### config.mk
export PLATFORM = sky130hd
export DESIGN_NAME = cip_path_electronic_key_check_core
export DESIGN_NICKNAME = d
export VERILOG_FILES = /design/src/rtl/core/cpek_pkg.sv /design/src/rtl/core/cpek_cfg_regs.sv /design/src/rtl/core/cpek_walker.sv /design/src/rtl/core/cip_path_electronic_key_check_core.sv
export SDC_FILE = /design/constraint.sdc
export NUM_CORES = 1
export LEC_CHECK = 0
export BUFFER_PORTS_ARGS = -buffer_cell sky130_fd_sc_hd__buf_4
export CORE_MARGIN = 2
export CORE_UTILIZATION = 46
export DETAILED_ROUTE_END_ITERATION = 12
export HOLD_SLACK_MARGIN = 0.05
export PLACE_DENSITY = 0.67
export SYNTH_ARGS = -nofsm -noshare
export SYNTH_HDL_FRONTEND = slang
export SYNTH_HIERARCHICAL = 1
export SYNTH_SLANG_ARGS = --single-unit
### constraint.sdc
create_clock -name clk_i -period 8.75 [get_ports clk_i]
set_input_delay 1.3125 -clock clk_i [delete_from_list [all_inputs] [get_ports clk_i]]
set_output_delay 1.3125 -clock clk_i [all_outputs]
set_load 0.03 [all_outputs]
### src/rtl/core/cpek_pkg.sv
package cpek_pkg;

  // Configuration register indexes (byte address = 4 * index)
  localparam logic [2:0] REG_VENDOR   = 3'd0;
  localparam logic [2:0] REG_DEVTYPE  = 3'd1;
  localparam logic [2:0] REG_PRODCODE = 3'd2;
  localparam logic [2:0] REG_MAJOR_REV = 3'd3;
  localparam logic [2:0] REG_MINOR_REV = 3'd4;

  localparam int unsigned ADDR_W = 5;
  localparam int unsigned DATA_W = 32;

  // Segment header decode
  localparam logic [7:0] SEG_TYPE_MASK     = 8'hE0;
  localparam logic [7:0] SEG_LOGICAL       = 8'h20;
  localparam logic [7:0] LOG_TYPE_MASK     = 8'h1C;
  localparam logic [7:0] LOG_TYPE_SPECIAL  = 8'h14;
  localparam logic [7:0] LOG_TYPE_EXTENDED = 8'h1C;
  localparam logic [1:0] FMT_8BIT          = 2'd0;
  localparam logic [1:0] FMT_16BIT         = 2'd1;
  localparam logic [1:0] FMT_32BIT         = 2'd2;
  localparam logic [1:0] FMT_RESERVED      = 2'd3;

  // Segment sizes in bytes
  localparam logic [3:0] LEN_KEY      = 4'd10;
  localparam logic [3:0] LEN_EXT_8BIT = 4'd3;
  localparam logic [3:0] LEN_8BIT     = 4'd2;
  localparam logic [3:0] LEN_16BIT    = 4'd4;
  localparam logic [3:0] LEN_32BIT    = 4'd6;

  // Byte positions inside an electronic key segment
  localparam logic [3:0] KEY_OFS_FORMAT  = 4'd1;
  localparam logic [3:0] KEY_OFS_VEND_LO = 4'd2;
  localparam logic [3:0] KEY_OFS_VEND_HI = 4'd3;
  localparam logic [3:0] KEY_OFS_DEV_LO  = 4'd4;
  localparam logic [3:0] KEY_OFS_DEV_HI  = 4'd5;
  localparam logic [3:0] KEY_OFS_PROD_LO = 4'd6;
  localparam logic [3:0] KEY_OFS_PROD_HI = 4'd7;
  localparam logic [3:0] KEY_OFS_MAJOR   = 4'd8;

  localparam logic [7:0] KEY_FORMAT_FOUR = 8'h04;

  localparam logic VERDICT_OK    = 1'b0;
  localparam logic VERDICT_ERROR = 1'b1;

  // Device identity that keys are compared with
  typedef struct packed {
    logic [15:0] vendor;
    logic [15:0] devtype;
    logic [15:0] prodcode;
    logic [6:0]  major_rev;
    logic [7:0]  minor_rev;
  } cpek_cfg_t;

endpackage

### src/rtl/core/cpek_cfg_regs.sv
module cpek_cfg_regs
  import cpek_pkg::*;
(
  input  logic              clk_i,
  input  logic              rst_ni,
  input  logic              psel,
  input  logic              penable,
  input  logic              pwrite,
  input  logic [ADDR_W-1:0] paddr,
  input  logic [DATA_W-1:0] pwdata,
  output logic [DATA_W-1:0] prdata,
  output logic              pready,
  output cpek_cfg_t         cfg_o
);

  cpek_cfg_t   cfg_q;
  logic        wr_en;
  logic [2:0]  reg_idx;

  assign pready  = 1'b1;
  assign wr_en   = psel & penable & pwrite;
  assign reg_idx = paddr[ADDR_W-1:2];

  // Register writes
  always_ff @(posedge clk_i or negedge rst_ni) begin
    if (!rst_ni) begin
      cfg_q <= '0;
    end else if (wr_en) begin
      case (reg_idx)
        REG_VENDOR:    cfg_q.vendor    <= pwdata[15:0];
        REG_DEVTYPE:   cfg_q.devtype   <= pwdata[15:0];
        REG_PRODCODE:  cfg_q.prodcode  <= pwdata[15:0];
        REG_MAJOR_REV: cfg_q.major_rev <= pwdata[6:0];
        REG_MINOR_REV: cfg_q.minor_rev <= pwdata[7:0];
        default: ;
      endcase
    end
  end

  // Read mux, unused addresses read zero
  always_comb begin
    prdata = '0;
    case (reg_idx)
      REG_VENDOR:    prdata[15:0] = cfg_q.vendor;
      REG_DEVTYPE:   prdata[15:0] = cfg_q.devtype;
      REG_PRODCODE:  prdata[15:0] = cfg_q.prodcode;
      REG_MAJOR_REV: prdata[6:0]  = cfg_q.major_rev;
      REG_MINOR_REV: prdata[7:0]  = cfg_q.minor_rev;
      default:       prdata       = '0;
    endcase
  end

  assign cfg_o = cfg_q;

endmodule

### src/rtl/core/cpek_walker.sv
module cpek_walker
  import cpek_pkg::*;
(
  input  logic      clk_i,
  input  logic      rst_ni,
  input  cpek_cfg_t cfg_i,
  input  logic      step_i,
  input  logic [7:0] byte_i,
  input  logic      last_i,
  output logic      verdict_o
);

  logic [3:0] off_q, off_d;
  logic [3:0] len_q, len_d;
  logic       inkey_q, inkey_d;
  logic       dec_q, dec_d;
  logic       held_q, held_d;
  logic [7:0] low_q, low_d;
  logic       mis_q, mis_d;
  logic [7:0] maj_q, maj_d;

  logic [7:0]  seg_type;
  logic [1:0]  fmt;
  logic [15:0] word;
  logic [6:0]  key_major;

  assign seg_type  = byte_i & LOG_TYPE_MASK;
  assign fmt       = byte_i[1:0];
  assign word      = {byte_i, low_q};
  assign key_major = maj_q[6:0];

  // Per-byte segment walk
  always_comb begin
    off_d     = off_q;
    len_d     = len_q;
    inkey_d   = inkey_q;
    dec_d     = dec_q;
    held_d    = held_q;
    low_d     = low_q;
    mis_d     = mis_q;
    maj_d     = maj_q;
    verdict_o = VERDICT_OK;

    if (!dec_q) begin
      if (off_q == 4'd0) begin
        // segment header
        if ((byte_i & SEG_TYPE_MASK) != SEG_LOGICAL) begin
          dec_d  = 1'b1;
          held_d = VERDICT_OK;
        end else if (seg_type == LOG_TYPE_SPECIAL) begin
          if (fmt != FMT_8BIT) begin
            dec_d  = 1'b1;
            held_d = VERDICT_ERROR;
          end else begin
            inkey_d = 1'b1;
            mis_d   = 1'b0;
            len_d   = LEN_KEY;
            off_d   = 4'd1;
          end
        end else begin
          case (fmt)
            FMT_8BIT: begin
              len_d = (seg_type == LOG_TYPE_EXTENDED) ? LEN_EXT_8BIT : LEN_8BIT;
              off_d = 4'd1;
            end
            FMT_16BIT: begin
              len_d = LEN_16BIT;
              off_d = 4'd1;
            end
            FMT_32BIT: begin
              len_d = LEN_32BIT;
              off_d = 4'd1;
            end
            default: begin
              dec_d  = 1'b1;
              held_d = VERDICT_ERROR;
            end
          endcase
        end
      end else begin
        // segment body, key fields checked as they pass
        if (inkey_q) begin
          case (off_q)
            KEY_OFS_FORMAT:  if (byte_i != KEY_FORMAT_FOUR) mis_d = 1'b1;
            KEY_OFS_VEND_LO,
            KEY_OFS_DEV_LO,
            KEY_OFS_PROD_LO: low_d = byte_i;
            KEY_OFS_VEND_HI:
              if (word != 16'd0 && word != cfg_i.vendor) mis_d = 1'b1;
            KEY_OFS_DEV_HI:
              if (word != 16'd0 && word != cfg_i.devtype) mis_d = 1'b1;
            KEY_OFS_PROD_HI:
              if (word != 16'd0 && word != cfg_i.prodcode) mis_d = 1'b1;
            KEY_OFS_MAJOR:   maj_d = byte_i;
            default: begin
              // minor revision byte
              if (!maj_q[7]) begin
                if (key_major != 7'd0 && key_major != cfg_i.major_rev) mis_d = 1'b1;
                if (byte_i != 8'd0 && byte_i != cfg_i.minor_rev) mis_d = 1'b1;
              end else if (key_major != cfg_i.major_rev || byte_i == 8'd0 ||
                           byte_i > cfg_i.minor_rev) begin
                mis_d = 1'b1;
              end
            end
          endcase
        end
        off_d = off_q + 4'd1;
      end

      // segment complete
      if (!dec_d && off_d != 4'd0 && off_d >= len_d) begin
        if (inkey_d && mis_d) begin
          dec_d  = 1'b1;
          held_d = VERDICT_ERROR;
        end
        off_d   = 4'd0;
        len_d   = 4'd0;
        inkey_d = 1'b0;
      end
    end

    // path end: verdict out and clear for the next path
    if (last_i) begin
      verdict_o = dec_d ? held_d : (off_d != 4'd0);
      off_d   = 4'd0;
      len_d   = 4'd0;
      inkey_d = 1'b0;
      dec_d   = 1'b0;
      held_d  = VERDICT_OK;
      low_d   = 8'd0;
      mis_d   = 1'b0;
      maj_d   = 8'd0;
    end
  end

  // Walk state
  always_ff @(posedge clk_i or negedge rst_ni) begin
    if (!rst_ni) begin
      off_q   <= '0;
      len_q   <= '0;
      inkey_q <= 1'b0;
      dec_q   <= 1'b0;
      held_q  <= VERDICT_OK;
      low_q   <= '0;
      mis_q   <= 1'b0;
      maj_q   <= '0;
    end else if (step_i) begin
      off_q   <= off_d;
      len_q   <= len_d;
      inkey_q <= inkey_d;
      dec_q   <= dec_d;
      held_q  <= held_d;
      low_q   <= low_d;
      mis_q   <= mis_d;
      maj_q   <= maj_d;
    end
  end

endmodule

### src/rtl/core/cip_path_electronic_key_check_core.sv
// Path byte checker for CIP electronic keys (format 4).
// Throughput: one path byte per cycle; only a last byte waits, and only while
// an earlier verdict is still stalled in the result register.
// The last byte of a path passes the input register and the walk logic, and its
// verdict is held in the result register until it is taken.
// Reset (rst_ni low, asynchronous) clears walk state, the valid flags of both registers and identity.
module cip_path_electronic_key_check_core
  import cpek_pkg::*;
(
  input  logic              clk_i,
  input  logic              rst_ni,
  // path bytes
  input  logic              s_axis_tvalid,
  output logic              s_axis_tready,
  input  logic [7:0]        s_axis_tdata,   // [7:0] path_byte
  input  logic              s_axis_tlast,
  // verdicts
  output logic              m_axis_tvalid,
  input  logic              m_axis_tready,
  output logic [7:0]        m_axis_tdata,   // [0] verdict, [7:1] zero
  // configuration
  input  logic              psel,
  input  logic              penable,
  input  logic              pwrite,
  input  logic [ADDR_W-1:0] paddr,
  input  logic [DATA_W-1:0] pwdata,
  output logic [DATA_W-1:0] prdata,
  output logic              pready
);

  cpek_cfg_t  cfg;
  logic       in_valid_q, in_valid_d;
  logic [7:0] in_byte_q;
  logic       in_last_q;
  logic       out_valid_q, out_valid_d;
  logic       verdict_q, verdict_d;
  logic       out_free;
  logic       advance;
  logic       in_load;
  logic       walk_verdict;

  cpek_cfg_regs u_cfg_regs (
    .clk_i   (clk_i),
    .rst_ni  (rst_ni),
    .psel    (psel),
    .penable (penable),
    .pwrite  (pwrite),
    .paddr   (paddr),
    .pwdata  (pwdata),
    .prdata  (prdata),
    .pready  (pready),
    .cfg_o   (cfg)
  );

  // Handshake: a non-last word moves on freely, a last word needs the result slot
  assign out_free      = !out_valid_q || m_axis_tready;
  assign advance       = in_valid_q && (!in_last_q || out_free);
  assign s_axis_tready = !in_valid_q || advance;
  assign in_load       = s_axis_tvalid && s_axis_tready;

  cpek_walker u_walker (
    .clk_i     (clk_i),
    .rst_ni    (rst_ni),
    .cfg_i     (cfg),
    .step_i    (advance),
    .byte_i    (in_byte_q),
    .last_i    (in_last_q),
    .verdict_o (walk_verdict)
  );

  // Input register
  always_comb begin
    in_valid_d = in_valid_q;
    if (in_load) begin
      in_valid_d = 1'b1;
    end else if (advance) begin
      in_valid_d = 1'b0;
    end
  end

  always_ff @(posedge clk_i or negedge rst_ni) begin
    if (!rst_ni) begin
      in_valid_q <= 1'b0;
    end else begin
      in_valid_q <= in_valid_d;
    end
  end

  always_ff @(posedge clk_i) begin
    if (in_load) begin
      in_byte_q <= s_axis_tdata;
      in_last_q <= s_axis_tlast;
    end
  end

  // Result register
  always_comb begin
    out_valid_d = out_valid_q;
    verdict_d   = verdict_q;
    if (advance && in_last_q) begin
      out_valid_d = 1'b1;
      verdict_d   = walk_verdict;
    end else if (m_axis_tready) begin
      out_valid_d = 1'b0;
    end
  end

  always_ff @(posedge clk_i or negedge rst_ni) begin
    if (!rst_ni) begin
      out_valid_q <= 1'b0;
    end else begin
      out_valid_q <= out_valid_d;
    end
  end

  always_ff @(posedge clk_i) begin
    verdict_q <= verdict_d;
  end

  assign m_axis_tvalid = out_valid_q;
  assign m_axis_tdata  = {7'd0, verdict_q};

endmodule

==> flow_summary.json <==
{
  "vias": 4598,
  "start_kind": "primary input",
  "htreeDepth": 3,
  "cp_num_buf_inv": 2,
  "finalCritPeriodShare": 0.485,
  "tightest_slew_ns": 1.06,
  "finalMaxSlewViolations": 0,
  "ys_warn_count": 6,
  "min_period_ns": 4.24,
  "cts_root_buf": "clkbuf_16",
  "criticalPathCategory": "primary input to primary output",
  "cts_buffers": 9,
  "rr_worst_depth": 15,
  "powerDensity_mw_per_mm2": 206,
  "ys_seq_area_frac": 0.420,
  "cp.arrival_ns": 2.93,
  "slowest_delay_ns": 0.70,
  "grt_first_pass_wirelength_mm": 25.0,
  "post-cts-setup-buffers": 0,
  "path_depth": 5,
  "reg2reg_to": "u_walker/off_q[2]$_DFFE_PN0P_",
  "io_pins": 96,
  "final_cells": 800,
  "rsz0062_at_grt": "no",
  "antenna_found_initial": 0,
  "rows": 42,
  "end_kind": "primary output",
  "vias_per_cell": 5.75,
  "cts.sinks": 103,
  "final_layout_size_suffix_gt1_frac": 0.298,
  "worst_path_most_repeated_cell": "buf_4",
  "area_growth_pct": 11.4,
  "synth-async-reset-ratio": 0.903,
  "worstSetupEndpoint": "prdata[0]",
  "ys_ff_latch": 103,
  "die-area_mm2": 0.0145,
  "setup_viol_count_final": 0,
  "drt_iter0_markers": 311,
  "wl_mm": 15.4,
  "rr_startpoint": "u_walker/off_q[0]$_DFFE_PN0P_",
  "r2r_slack_ns": 4.83,
  "leakagePower_nw": 2.96,
  "wl_per_cell_um": 19.3,
  "maxCapViolations": 0,
  "status": "complete, no violations",
  "finalSetupTns_ns": 0,
  "track_usage": 0.223,
  "drt-pass1-iter-count": 5,
  "postCtsHoldBufs": 0,
  "start_util": 0.472,
  "synth_top_area_frac": 0.372,
  "die_y_um": 121,
  "vdd_ir_drop_max_mv": 0.109,
  "ys_types": 61,
  "synth_flop_cell": "dfrtp_1",
  "hold_viol": 0,
  "path_cells": "buf_4 > nor2b_1 > a22oi_1 > o22ai_1 > buf_4",
  "synth_edf_count": 10,
  "critPathSlowestCell": "nor2b_1",
  "path_max_fanout": 19,
  "synth_area_leaders": "dfrtp_1, mux2_2, edfxtp_1",
  "clock_latency_ns": 0.36,
  "clock_skew_ns": 0.0116,
  "grt_pass1_vias": 4737,
  "cts_tree": "done",
  "core_area_mm2": 0.0132,
  "nNetsFinal": 691,
  "die_w_um": 121,
  "cp.required_ns": 7.44,
  "drcViolationCount": 0,
  "synth_area_mm2": 0.00625,
  "dpl.cell_count": 784,
  "critPathTopFamily": "simple AND/OR/NAND/NOR gates",
  "io_buffers": 53,
  "diodes": 0,
  "synthCells": 585,
  "clkTransAtPathRegs_ns": 0.07,
  "drtAntennaViolNets": 0,
  "yosysMostFrequentCell": "dfrtp_1",
  "ys_top_cells_by_count": "dfrtp_1, mux2_2, nor2_1",
  "grt_overflow": 0,
  "dp_hpwl_mm": 10.6,
  "ctsResizeCount": 0,
  "relSlewSlack": 0.295,
  "synth_area_per_cell_um2": 10.7,
  "grt_max_degree": 80,
  "yosys.area.top_type": "dfrtp_1",
  "clk_path_buf_depth": 2,
  "critPathLaunch": "paddr[4]",
  "max_clock_freq_ghz": 0.236,
  "gp_congestion": 0.836,
  "hp-class": "flip-flop to flip-flop"
}
[stage by stage]
stage | total power (W) | utilization | hold WS, ns | setup WS, ns | cell area, um2
after floorplan | 0.000872 | - | 0.456 | 4.86 | 6330
after global placement | 0.000955 | 0.499 | 0.482 | 4.53 | 6610
after detailed placement | 0.000971 | 0.499 | 0.490 | 4.56 | 6610
after CTS | 0.00144 | 0.526 | 0.509 | 4.56 | 6960
after global routing | 0.00150 | 0.526 | 0.518 | 4.43 | 6960
final | 0.00143 | 0.526 | 0.513 | 4.51 | 6960
[cell usage in the layout, fill, tap and decap left out, drive strengths merged, types with 4 or more instances in the layout]
cell type / synthesis / layout
a21oi: 42 / 42
a22oi: 25 / 25
a31oi: 4 / 4
buf: 41 / 57
clkbuf: 14 / 11
conb: 3 / 24
dfrtp: 93 / 93
edfxtp: 10 / 10
ha: 19 / 19
inv: 15 / 16
mux2: 88 / 88
mux2i: 9 / 9
nand2: 26 / 26
nand2b: 5 / 5
nand3: 7 / 7
nand4: 5 / 5
nor2: 38 / 38
nor2b: 12 / 12
nor3: 5 / 5
nor3b: 12 / 12
nor4: 11 / 11
o21ai: 17 / 17
o22ai: 10 / 10
o31ai: 4 / 4
or2: 10 / 10
xnor2: 25 / 25
[worst min-delay path by stage]
| stage | start | to | slack [ns] | cells past startpoint |
|---|---|---|---|---|
| after detailed placement | u_walker/held_q$_DFFE_PN0P_ | u_walker/held_q$_DFFE_PN0P_ | 0.49 | 2 |
| after floorplan | u_walker/len_q[3]$_DFFE_PN0P_ | u_walker/len_q[3]$_DFFE_PN0P_ | 0.46 | 2 |
| final | u_walker/held_q$_DFFE_PN0P_ | u_walker/held_q$_DFFE_PN0P_ | 0.51 | 2 |
| after CTS | u_walker/held_q$_DFFE_PN0P_ | u_walker/held_q$_DFFE_PN0P_ | 0.51 | 2 |
| after global routing | u_walker/held_q$_DFFE_PN0P_ | u_walker/held_q$_DFFE_PN0P_ | 0.52 | 2 |
| after global placement | u_walker/held_q$_DFFE_PN0P_ | u_walker/held_q$_DFFE_PN0P_ | 0.48 | 2 |
[metal layers]
metal | vias up | GRT usage | wire (um)
met1 | 2279 | 0.282 | 6680
met2 | 146 | 0.376 | 7600
met3 | 33 | 0.0439 | 803
met5 | - | 0 | 0
met4 | 0 | 0.0858 | 359
li1 | 2140 | - | -
[where the power goes]
part / internal, W / switching (W)
Clock: 0.000288 / 0.000180
Sequential: 0.000562 / 0.0000743
Combinational: 0.000160 / 0.000169
Total: 0.00101 / 0.000424
[final cells by class]
| class | instances | area, um2 |
|---|---|---|
| inverter | 15 | 56.3 |
| tap | 176 | 220 |
| timing repair buffer | 57 | 428 |
| clock inverter | 5 | 105 |
| sequential | 103 | 2630 |
| multi-input combinational | 433 | 3280 |
| fill | 1215 | 6280 |
| clock buffer | 11 | 243 |
[registers in the layout, summed over array words and instances, names as in the netlist, 4 cells and up]
register,count
in_byte_q,8
u_walker/off_q,4
u_walker/low_q,8
u_cfg_regs/cfg_o,63
u_walker/maj_q,8
u_walker/len_q,4
[logic make-up (layout without fill, tap and decap cells)]
group,count (synthesis),after routing,share of synthesized area
AND/OR/NAND/NOR,146,146,0.136
multiplexers,97,97,0.173
AO/OA/AOI/OAI,122,122,0.127
other,3,24,0.00180
XOR/XNOR,25,25,0.0350
flip-flops,103,103,0.420
adder cells (fa/ha/maj),19,19,0.0380
buffers and inverters,70,88,0.0683
[worst register-to-register path, delay by kind of cell, from the launching register on]
| family | cells | cell delay (ns) |
|---|---|---|
| AOI/OAI and AO/OA | 7 | 1.39 |
| adders and majority gates | 2 | 0.47 |
| buffers and inverters | 1 | 0.15 |
| DFF | 1 | 0.43 |
| and+or+nand+nor | 5 | 1.37 |
Note: power is estimated with default switching activity, not from simulation.
